**config.mk**
```make
export PLATFORM = sky130hd
export DESIGN_NAME = nmea_rmc_time_extractor_unit
export DESIGN_NICKNAME = d
export VERILOG_FILES = /design/src/sv/nrte_pkg.sv /design/src/sv/nrte_line_parser.sv /design/src/sv/nmea_rmc_time_extractor_unit.sv
export SDC_FILE = /design/constraint.sdc
export NUM_CORES = 1
export LEC_CHECK = 0
export BUFFER_PORTS_ARGS = -buffer_cell sky130_fd_sc_hd__buf_2
export CORE_MARGIN = 2
export CORE_UTILIZATION = 61
export DETAILED_ROUTE_END_ITERATION = 7
export HOLD_SLACK_MARGIN = 0.15
export MAX_ROUTING_LAYER = met4
export PLACE_DENSITY = 0.81
export SYNTH_ARGS = -nofsm -noshare
export SYNTH_HDL_FRONTEND = slang
export SYNTH_SLANG_ARGS = --single-unit
```
**constraint.sdc**
```tcl
create_clock -name clock -period 6.22 [get_ports clock]
set_clock_uncertainty 0.2 [all_clocks]
set_input_delay 0 -clock clock [delete_from_list [all_inputs] [get_ports clock]]
set_output_delay 0 -clock clock [all_outputs]
set_load 0.01 [all_outputs]
```
**src/sv/nrte_pkg.sv**
```systemverilog
package nrte_pkg;

   // Line framing
   localparam int LINE_BYTES = 256;
   localparam int LINE_POS_W = $clog2(LINE_BYTES);

   localparam int HOURS_PER_DAY     = 24;
   localparam logic [4:0] ZONE_RESET = 5'd8;

   localparam logic [7:0] CHAR_NEWLINE = 8'h0A;
   localparam logic [7:0] CHAR_DOLLAR  = 8'h24;
   localparam logic [7:0] CHAR_ZERO    = 8'h30;
   localparam logic [7:0] CHAR_NUL     = 8'h00;

   typedef struct packed {
      logic [7:0] rx_byte;
      logic       rx_error;
   } req_type;

   typedef struct packed {
      logic [4:0] local_hours;
      logic [6:0] time_minutes;
      logic [6:0] time_seconds;
   } rsp_type;

   // Parser to output stage
   typedef struct packed {
      logic    valid;
      rsp_type data;
   } result_type;

   // Characters of the "$GNRMC" tag
   function automatic logic [7:0] tag_char(input logic [2:0] i);
      logic [7:0] ch;
      case (i)
         3'd0:    ch = CHAR_DOLLAR;
         3'd1:    ch = 8'h47;  // G
         3'd2:    ch = 8'h4E;  // N
         3'd3:    ch = 8'h52;  // R
         3'd4:    ch = 8'h4D;  // M
         3'd5:    ch = 8'h43;  // C
         default: ch = CHAR_NUL;
      endcase
      return ch;
   endfunction

   function automatic logic is_space(input logic [7:0] c);
      return c inside {[8'h09:8'h0D], 8'h20};
   endfunction

   function automatic logic is_digit(input logic [7:0] c);
      return c inside {[8'h30:8'h39]};
   endfunction

   // Value below 192 reduced modulo 24 by restoring subtraction
   function automatic logic [4:0] mod24(input logic [7:0] v);
      logic [7:0] t;
      t = v;
      if (t >= 8'(4 * HOURS_PER_DAY)) t = t - 8'(4 * HOURS_PER_DAY);
      if (t >= 8'(2 * HOURS_PER_DAY)) t = t - 8'(2 * HOURS_PER_DAY);
      if (t >= 8'(HOURS_PER_DAY))     t = t - 8'(HOURS_PER_DAY);
      return t[4:0];
   endfunction

endpackage

```
**src/sv/nrte_line_parser.sv**
```systemverilog
module nrte_line_parser (
   input  logic                 clock,
   input  logic                 reset,
   input  logic                 accept,
   input  nrte_pkg::req_type    req,
   input  logic [4:0]           zone_offset,
   output nrte_pkg::result_type result
);

   typedef enum logic [3:0] {
      PH_MATCH0, PH_MATCH1, PH_MATCH2, PH_MATCH3, PH_MATCH4, PH_MATCH5,
      PH_SKIP, PH_FIELD0, PH_FIELD1, PH_FIELD2, PH_DONE, PH_FAIL
   } phase_type;

   logic [nrte_pkg::LINE_POS_W-1:0] pos_ff, pos_in;
   phase_type  phase_ff, phase_in;
   logic       digit_ff, digit_in;
   logic [6:0] hour_ff, hour_in;
   logic [6:0] min_ff, min_in;
   logic [6:0] sec_ff, sec_in;
   logic       ended_ff, ended_in;

   logic [7:0] c;
   logic [1:0] idx;
   logic       cont;
   logic [6:0] cap_cur;
   logic       wr_en;
   logic [1:0] wr_idx;
   logic [6:0] wr_val;
   logic       end_line;
   logic       line_ok;

   assign c = req.rx_byte;

   always_comb begin
      case (idx)
         2'd0:    cap_cur = hour_ff;
         2'd1:    cap_cur = min_ff;
         default: cap_cur = sec_ff;
      endcase
   end

   always_comb begin
      pos_in   = pos_ff + nrte_pkg::LINE_POS_W'(1);
      phase_in = phase_ff;
      digit_in = digit_ff;
      ended_in = ended_ff;
      idx      = 2'd0;
      cont     = 1'b0;
      wr_en    = 1'b0;
      wr_idx   = 2'd0;
      wr_val   = 7'd0;

      if (!ended_ff && phase_ff < PH_DONE) begin
         if (c == nrte_pkg::CHAR_NUL) begin
            ended_in = 1'b1;
         end else if (phase_ff < PH_SKIP) begin
            if (c == nrte_pkg::tag_char(phase_ff[2:0])) begin
               phase_in = phase_type'(4'(phase_ff) + 4'd1);
            end else begin
               phase_in = (c == nrte_pkg::CHAR_DOLLAR) ? PH_MATCH1 : PH_MATCH0;
            end
         end else if (phase_ff == PH_SKIP) begin
            phase_in = PH_FIELD0;
            digit_in = 1'b0;
         end else begin
            case (phase_ff)
               PH_FIELD0: idx = 2'd0;
               PH_FIELD1: idx = 2'd1;
               default:   idx = 2'd2;
            endcase
            cont = 1'b1;
            // one digit held: this byte either completes the field or opens the next
            if (digit_ff) begin
               digit_in = 1'b0;
               phase_in = phase_type'(4'(phase_ff) + 4'd1);
               if (nrte_pkg::is_digit(c)) begin
                  wr_en  = 1'b1;
                  wr_idx = idx;
                  wr_val = 7'(11'(cap_cur) * 11'd10 + 11'(c - nrte_pkg::CHAR_ZERO));
                  cont   = 1'b0;
               end else if (phase_ff == PH_FIELD2) begin
                  cont = 1'b0;
               end
            end
            if (cont) begin
               if (nrte_pkg::is_space(c)) begin
                  // leading whitespace
               end else if (nrte_pkg::is_digit(c)) begin
                  wr_en    = 1'b1;
                  wr_idx   = (digit_ff) ? idx + 2'd1 : idx;
                  wr_val   = 7'(c - nrte_pkg::CHAR_ZERO);
                  digit_in = 1'b1;
               end else begin
                  phase_in = PH_FAIL;
               end
            end
         end
      end
   end

   always_comb begin
      hour_in = hour_ff;
      min_in  = min_ff;
      sec_in  = sec_ff;
      if (wr_en) begin
         case (wr_idx)
            2'd0:    hour_in = wr_val;
            2'd1:    min_in  = wr_val;
            default: sec_in  = wr_val;
         endcase
      end
   end

   assign end_line = (c == nrte_pkg::CHAR_NEWLINE) ||
                     (pos_in == nrte_pkg::LINE_POS_W'(nrte_pkg::LINE_BYTES - 1));
   assign line_ok  = (phase_in == PH_DONE) || (phase_in == PH_FIELD2 && digit_in);

   // hour field is settled long before the line can qualify
   assign result.valid             = accept && !req.rx_error && end_line && line_ok;
   assign result.data.local_hours  = nrte_pkg::mod24(8'(hour_ff) + 8'(zone_offset));
   assign result.data.time_minutes = min_in;
   assign result.data.time_seconds = sec_in;

   always_ff @(posedge clock) begin
      if (reset || (accept && (req.rx_error || end_line))) begin
         pos_ff   <= '0;
         phase_ff <= PH_MATCH0;
         digit_ff <= 1'b0;
         hour_ff  <= 7'd0;
         min_ff   <= 7'd0;
         sec_ff   <= 7'd0;
         ended_ff <= 1'b0;
      end else if (accept) begin
         pos_ff   <= pos_in;
         phase_ff <= phase_in;
         digit_ff <= digit_in;
         hour_ff  <= hour_in;
         min_ff   <= min_in;
         sec_ff   <= sec_in;
         ended_ff <= ended_in;
      end
   end

   a_pos_bound: assert property (@(posedge clock) disable iff (reset)
      pos_ff != nrte_pkg::LINE_POS_W'(nrte_pkg::LINE_BYTES - 1))
      else $error("line position reached the frame limit");

   a_error_clears: assert property (@(posedge clock) disable iff (reset)
      accept && req.rx_error |=> pos_ff == '0 && phase_ff == PH_MATCH0 && !digit_ff)
      else $error("receiver error did not discard the line");

endmodule

```
**src/sv/nmea_rmc_time_extractor_unit.sv**
```systemverilog
// Channel   Direction  Payload               Handshake
// req_      in         nrte_pkg::req_type    req_valid / req_stall
// rsp_      out        nrte_pkg::rsp_type    rsp_valid / rsp_stall
// csr_      in         zone offset, 5 bits   csr_wr_en (write only)
//
// One item is accepted per clock while req_stall is low; each byte is parsed in a
// single combinational pass. A line's result is registered in the output or skid register.
// Output register plus one skid entry: req_stall rises only while the skid entry is full.
// Synchronous active-high reset clears line state; zone offset resets to 8.
module nmea_rmc_time_extractor_unit (
   input  logic              clock,
   input  logic              reset,
   input  logic              req_valid,
   output logic              req_stall,
   input  nrte_pkg::req_type req_data,
   output logic              rsp_valid,
   input  logic              rsp_stall,
   output nrte_pkg::rsp_type rsp_data,
   input  logic              csr_wr_en,
   input  logic [4:0]        csr_wr_data
);

   logic [4:0]           zone_ff;
   logic                 out_valid_ff;
   nrte_pkg::rsp_type    out_data_ff;
   logic                 skid_valid_ff;
   nrte_pkg::rsp_type    skid_data_ff;
   nrte_pkg::result_type result;
   logic                 accept;
   logic                 rsp_fire;

   // the skid entry guarantees room for whatever the accepted byte produces
   assign req_stall = skid_valid_ff;
   assign accept    = req_valid && !req_stall;
   assign rsp_fire  = out_valid_ff && !rsp_stall;
   assign rsp_valid = out_valid_ff;
   assign rsp_data  = out_data_ff;

   nrte_line_parser u_parser (
      .clock       (clock),
      .reset       (reset),
      .accept      (accept),
      .req         (req_data),
      .zone_offset (zone_ff),
      .result      (result)
   );

   always_ff @(posedge clock) begin
      if (reset) begin
         zone_ff <= nrte_pkg::ZONE_RESET;
      end else if (csr_wr_en) begin
         zone_ff <= csr_wr_data;
      end
   end

   // Output register with one skid entry behind it
   always_ff @(posedge clock) begin
      if (reset) begin
         out_valid_ff  <= 1'b0;
         skid_valid_ff <= 1'b0;
      end else if (skid_valid_ff) begin
         if (rsp_fire) begin
            out_data_ff   <= skid_data_ff;
            skid_valid_ff <= 1'b0;
         end
      end else if (result.valid) begin
         if (!out_valid_ff || rsp_fire) begin
            out_data_ff  <= result.data;
            out_valid_ff <= 1'b1;
         end else begin
            skid_data_ff  <= result.data;
            skid_valid_ff <= 1'b1;
         end
      end else if (rsp_fire) begin
         out_valid_ff <= 1'b0;
      end
   end

   a_skid_behind_out: assert property (@(posedge clock) disable iff (reset)
      skid_valid_ff |-> out_valid_ff)
      else $error("skid entry holds an item while the output register is empty");

   a_stalled_result_kept: assert property (@(posedge clock) disable iff (reset)
      out_valid_ff && rsp_stall && !skid_valid_ff && result.valid |=> skid_valid_ff)
      else $error("result produced under output stall was not kept");

endmodule
```
Word-level counts from Yosys, hierarchy flattened
Cells that the tools add are included.

storage, ports and cells
  output and inout bits = 21
  word-level logic and storage cells = 176
  bits in registers = 80
  input bits = 19

operators by class
  multiply operators = 1
  reduce and logical (&&, ||, !) cells = 34
  bitwise operators = 3
  $lt $le $gt $ge = 9
  add/subtract/negate cells = 10
  multiplexer cells = 83
  equal/unequal tests = 20

operators by type and width
  operator               count
  $mux W7                13
  $mux W19               4
  $pmux W7 S6            1
  $mux W8                5
  $mux W2                18
  $mux W4                9
  $mux W1                30
  $eq A4 B4 Y1 const B   4
  $eq A8 B6 Y1 const B   2
  $ge A8 B6 Y1 const B   2
  $pmux W7 S2            1
  $sub A7 B6 Y7 const B  2
  $logic_and A1 B1 Y1    10
  $reduce_and A3 Y1      3
  $add A7 B5 Y8          1
  $add A8 B1 Y8 const B  1
  $eq A4 B3 Y1 const B   2
  $eq A8 B4 Y1 const B   1
  $eq A8 B8 Y1           1
  $eq A8 B8 Y1 const B   1
  $ge A8 B4 Y1 const B   1
  $ge A8 B5 Y1 const B   1
  $ge A8 B7 Y1 const B   1
  $le A8 B4 Y1 const B   1
  other kinds (26)       45

Longest topological paths before layout
  depth after elaboration = 28
  gate-level depth with buffers = 22
  depth with buffers taken out = 21

Modules after synthesis
A second synthesis with hierarchy kept.

unflattened totals
  cell total of the unflattened synthesis = 552
  area, all modules = 5268.8 sq um

by module, submodules not included
  module                        cells an instance  sequential area each (sq um)  instances  area each (sq um)
  nrte_line_parser              462                700.7                         1          3523.4
  nmea_rmc_time_extractor_unit  90                 1281.2                        1          1745.4

Least setup slack after synthesis
No wires, ideal clock.

  path type = register to register
  start = reg u_parser.phase_ff[1]
  end = reg out_data_ff, in the netlist rsp_data[13], data pin
  stages on the path, launching flop included = 23
  setup time = 0.260 ns
  data arrival time = 4.838 ns
  path buffers = 1
  slack = 0.922 ns
  data required time = 5.760 ns
  clock period less this slack = 5.298 ns
  path through = dfxtp_1 -> inv_1 -> ha_1 -> and3b_1 -> a31o_2 -> nor3_1 -> clkbuf_1 -> nor3_1 -> a221oi_1 -> ha_1 -> ha_1 -> inv_1 -> fa_1 -> inv_1 -> ha_1 -> ha_1 -> a21oi_1 -> xnor2_1 -> xor2_1 -> xnor2_2 -> nor2_1 -> mux2_4 -> mux2_2

RTL lines
  what                      line                                text
  start: declaration        nrte_line_parser.sv:16              phase_type phase_ff, phase_in;
  start signal: assignment  nrte_line_parser.sv:136             phase_ff <= phase_in;
  end signal: assignment    nmea_rmc_time_extractor_unit.sv:63  out_data_ff <= skid_data_ff;
  end signal: assignment    nmea_rmc_time_extractor_unit.sv:68  out_data_ff <= result.data;
  end: declaration          nmea_rmc_time_extractor_unit.sv:25  nrte_pkg::rsp_type out_data_ff;

==> flow_metrics.tcl <==
set metrics [dict create \
    drt_iter0_markers 253 \
    ys.flop_type "dfxtp_1" \
    crit_path_top_delay_cell "nor3_1" \
    fin_crit_ps 5910 \
    cts_tree "yes" \
    hpwl_mm 8.18 \
    tns_ps 0 \
    r2r_slack_ps 310 \
    path_common_cell "ha_1" \
    hold_buffers 22 \
    arrival_ps 5820 \
    p_clk_frac 0.346 \
    dp.cells 658 \
    power_density_mw_per_mm2 179 \
    p_int_uw 751 \
    drive_above_1_share 0.171 \
    die_area_mm2 0.00900 \
    ff2ff_path_depth 21 \
    antenna_found_initial 0 \
    p_sw_uw 270 \
    synth.top_cell.area_share 0.227 \
    timing.final.crit_share 0.950 \
    outcome "finished clean" \
    setup_viol 0 \
    port_buffers 39 \
    slew_headroom 0.215 \
    die_x_um 94.9 \
    min_from "req_data[5]" \
    start_kind "flop" \
    postSynthAreaPerCell_um2 9.41 \
    routed_via_density 6.05 \
    drv_slew 0 \
    ys_warn_count 0 \
    netlist_area_mm2 0.00503 \
    gpl.final_weighted_congestion 0.992 \
    routed_wl_mm 11.7 \
    tightest_slew_ps 1180 \
    leakage_uw 0.00220 \
    dr.pass1.iters 7 \
    final_hold_viol_count 0 \
    stdcell_count 696 \
    fmax_mhz 169 \
    p_seq_frac 0.547 \
    ant_nets 0 \
    htreeDepth 3 \
    yosys-top-cells-area "edfxtp_1 23%, dfxtp_1 17%, ha_1 8.7%" \
    grt_max_degree 36 \
    ys_ff_latch 80 \
    cts-resized-gates 0 \
    insertion_delay_ps 350 \
    max_cap_viol_count 0 \
    drc_errors 0 \
    whs_endpoint "u_parser.hour_ff[4]" \
    crit_family "adder cells" \
    final_common_cell "nor2_1" \
    vias 4213 \
    clk_root_buffer_cell "clkbuf_8" \
    grt_setup_unrepaired "false" \
    endpoint_kind "flop" \
    antennaDiodeCount 0 \
    finalNetCount 643 \
    fillers 628 \
    post_cts_buffers 0 \
    grt_pass1_wl_mm 19.4 \
    syn_to_final_growth_pct 13.3 \
    hold_class "input port to flop" \
    switching_share 0.265 \
    worstPathMaxFanout 8 \
    crit_chain "inv_1 > ha_1 > and3b_1 > a31o_2 > nor3_1 > nor3_1 > a221oi_1 > ha_1 > ha_1 > inv_1 > fa_1 > inv_1 > ha_1 > ha_1 > a21oi_1 > xnor2_1 > xor2_1 > xnor2_2 > nor2_1 > mux2_4 > mux2_2" \
    clock_path_buffers 2 \
    worstSetupPathType "flop to flop" \
    initial_utilization 0.622 \
    wl_per_cell_um 16.8 \
    r2r_start "u_parser.phase_ff[0]" \
    clock-sinks 80 \
    yosys.area.top_type "edfxtp_1" \
    synthCells 535 \
    worstPathBufferInverterCount 3 \
    grt_usage 0.283 \
    synth_edf_count 38 \
    critPathRequiredTime_ps 6130 \
    yosysSeqAreaShare 0.394 \
    worstHoldPathCells 5 \
    cp_slowest_stage_delay_ps 620 \
    clkSlewWorstSetupHoldPaths_ps 90 \
    worst_ir_drop_vdd_uv 136 \
    hold_ws_ps 227 \
    synth.distinct_cells 64 \
    io_pins 40 \
    cts_made_buffers 9 \
    layout_common_cells "62 x nor2_1, 42 x dfxtp_1, 41 x nand2_1, 39 x buf_2, 38 x edfxtp_1" \
    synth_fp_nets 592 \
    rows 33 \
    combPwrFrac 0.108 \
    r2r-end "rsp_data[13]" \
    dieHeight_um 94.9 \
    overflow 0 \
    async_flop_share 0 \
    core_area_mm2 0.00809 \
    first_global_vias 4031 \
]
tightest hold or removal path: stages:
cell and delay [ps]:
buf_2 120, inv_1 120, a22o_1 290, mux2i_1 150, nor2_1 50
metrics by stage:
| step | area, um^2 | setup WS [ps] | utilization | total power, uW |
|---|---|---|---|---|
| 2_1_floorplan | 5030 | 922 | - | 641 |
| 3_3_place_gp | 5310 | 575 | 0.656 | 661 |
| 3_5_place_dp | 5310 | 373 | 0.656 | 666 |
| 4_1_cts | 5700 | 362 | 0.705 | 1020 |
| 5_1_grt | 5700 | 21.2 | 0.705 | 1060 |
| 6_report | 5700 | 310 | 0.705 | 1020 |
power groups by stage:
| stage | clock network [uW] | logic [uW] | registers, uW |
|---|---|---|---|
| 2_1_floorplan | 0 | 72.9 | 568 |
| 3_3_place_gp | 0 | 91.6 | 570 |
| 3_5_place_dp | 0 | 95.5 | 570 |
| 4_1_cts | 356 | 107 | 558 |
| 5_1_grt | 376 | 121 | 559 |
| 6_report | 353 | 110 | 558 |
worst max-delay path by stage:
stage	start	end	slack, ps	cells past startpoint
global placement	u_parser.phase_ff[1]	rsp_data[13]	570	20
detailed placement	u_parser.phase_ff[0]	rsp_data[13]	370	21
floorplan	u_parser.phase_ff[1]	rsp_data[13]	920	22
global route	u_parser.phase_ff[1]	rsp_data[13]	20	21
CTS	u_parser.phase_ff[0]	rsp_data[13]	360	21
finish	u_parser.phase_ff[0]	rsp_data[13]	310	21
state kept, by name, indices dropped and copies added (netlist names):
register           cells
u_parser.phase_ff      4
u_parser.sec_ff        7
u_parser.hour_ff       7
skid_data_ff          19
req_stall              1
rsp_valid              1
u_parser.digit_ff      1
u_parser.pos_ff        8
u_parser.min_ff        7
rsp_data              19
u_parser.ended_ff      1
zone_ff                5
synthesized netlist by cell type, types with 5 or more instances:
cell,instances
nor3_1,20
and4_1,5
mux2i_1,16
inv_1,30
a221oi_1,5
ha_1,35
nor2b_1,8
nand3_1,9
a31oi_1,6
mux2_2,25
clkbuf_1,23
nor3b_1,5
o21ai_0,20
or3_1,7
nor2_1,62
xor2_1,8
edfxtp_1,38
dfxtp_1,42
a21oi_1,31
nand2_1,41
a211oi_1,9
xnor2_1,15
logic make-up after synthesis:
logic type	after synthesis	share of synthesized area
compound gates	110	0.144
xor+xnor	24	0.0432
fa+ha+maj	38	0.0989
buf+inv	57	0.0455
flops	80	0.394
mux	44	0.0967
simple gates	182	0.178
area by class of cell:
cell class / count / area (um^2) / share of cell area
clock inverter: 7 / 52.6 / 0.00921
timing repair buffer: 67 / 460 / 0.0807
inverter: 30 / 113 / 0.0197
tap: 105 / 131 / 0.0230
clock buffer: 9 / 124 / 0.0217
sequential: 80 / 1980 / 0.347
multi-input combinational: 398 / 2840 / 0.498
layer usage:
| metal | up-vias | part of all wire | track usage |
|---|---|---|---|
| met5 | - | 0 | - |
| met3 | 26 | 0.052 | 0.0351 |
| met4 | 0 | 0.020 | 0.0761 |
| met2 | 172 | 0.50 | 0.475 |
| met1 | 1978 | 0.43 | 0.364 |
| li1 | 2037 | - | - |
Note: power is estimated with default switching activity, not from simulation.
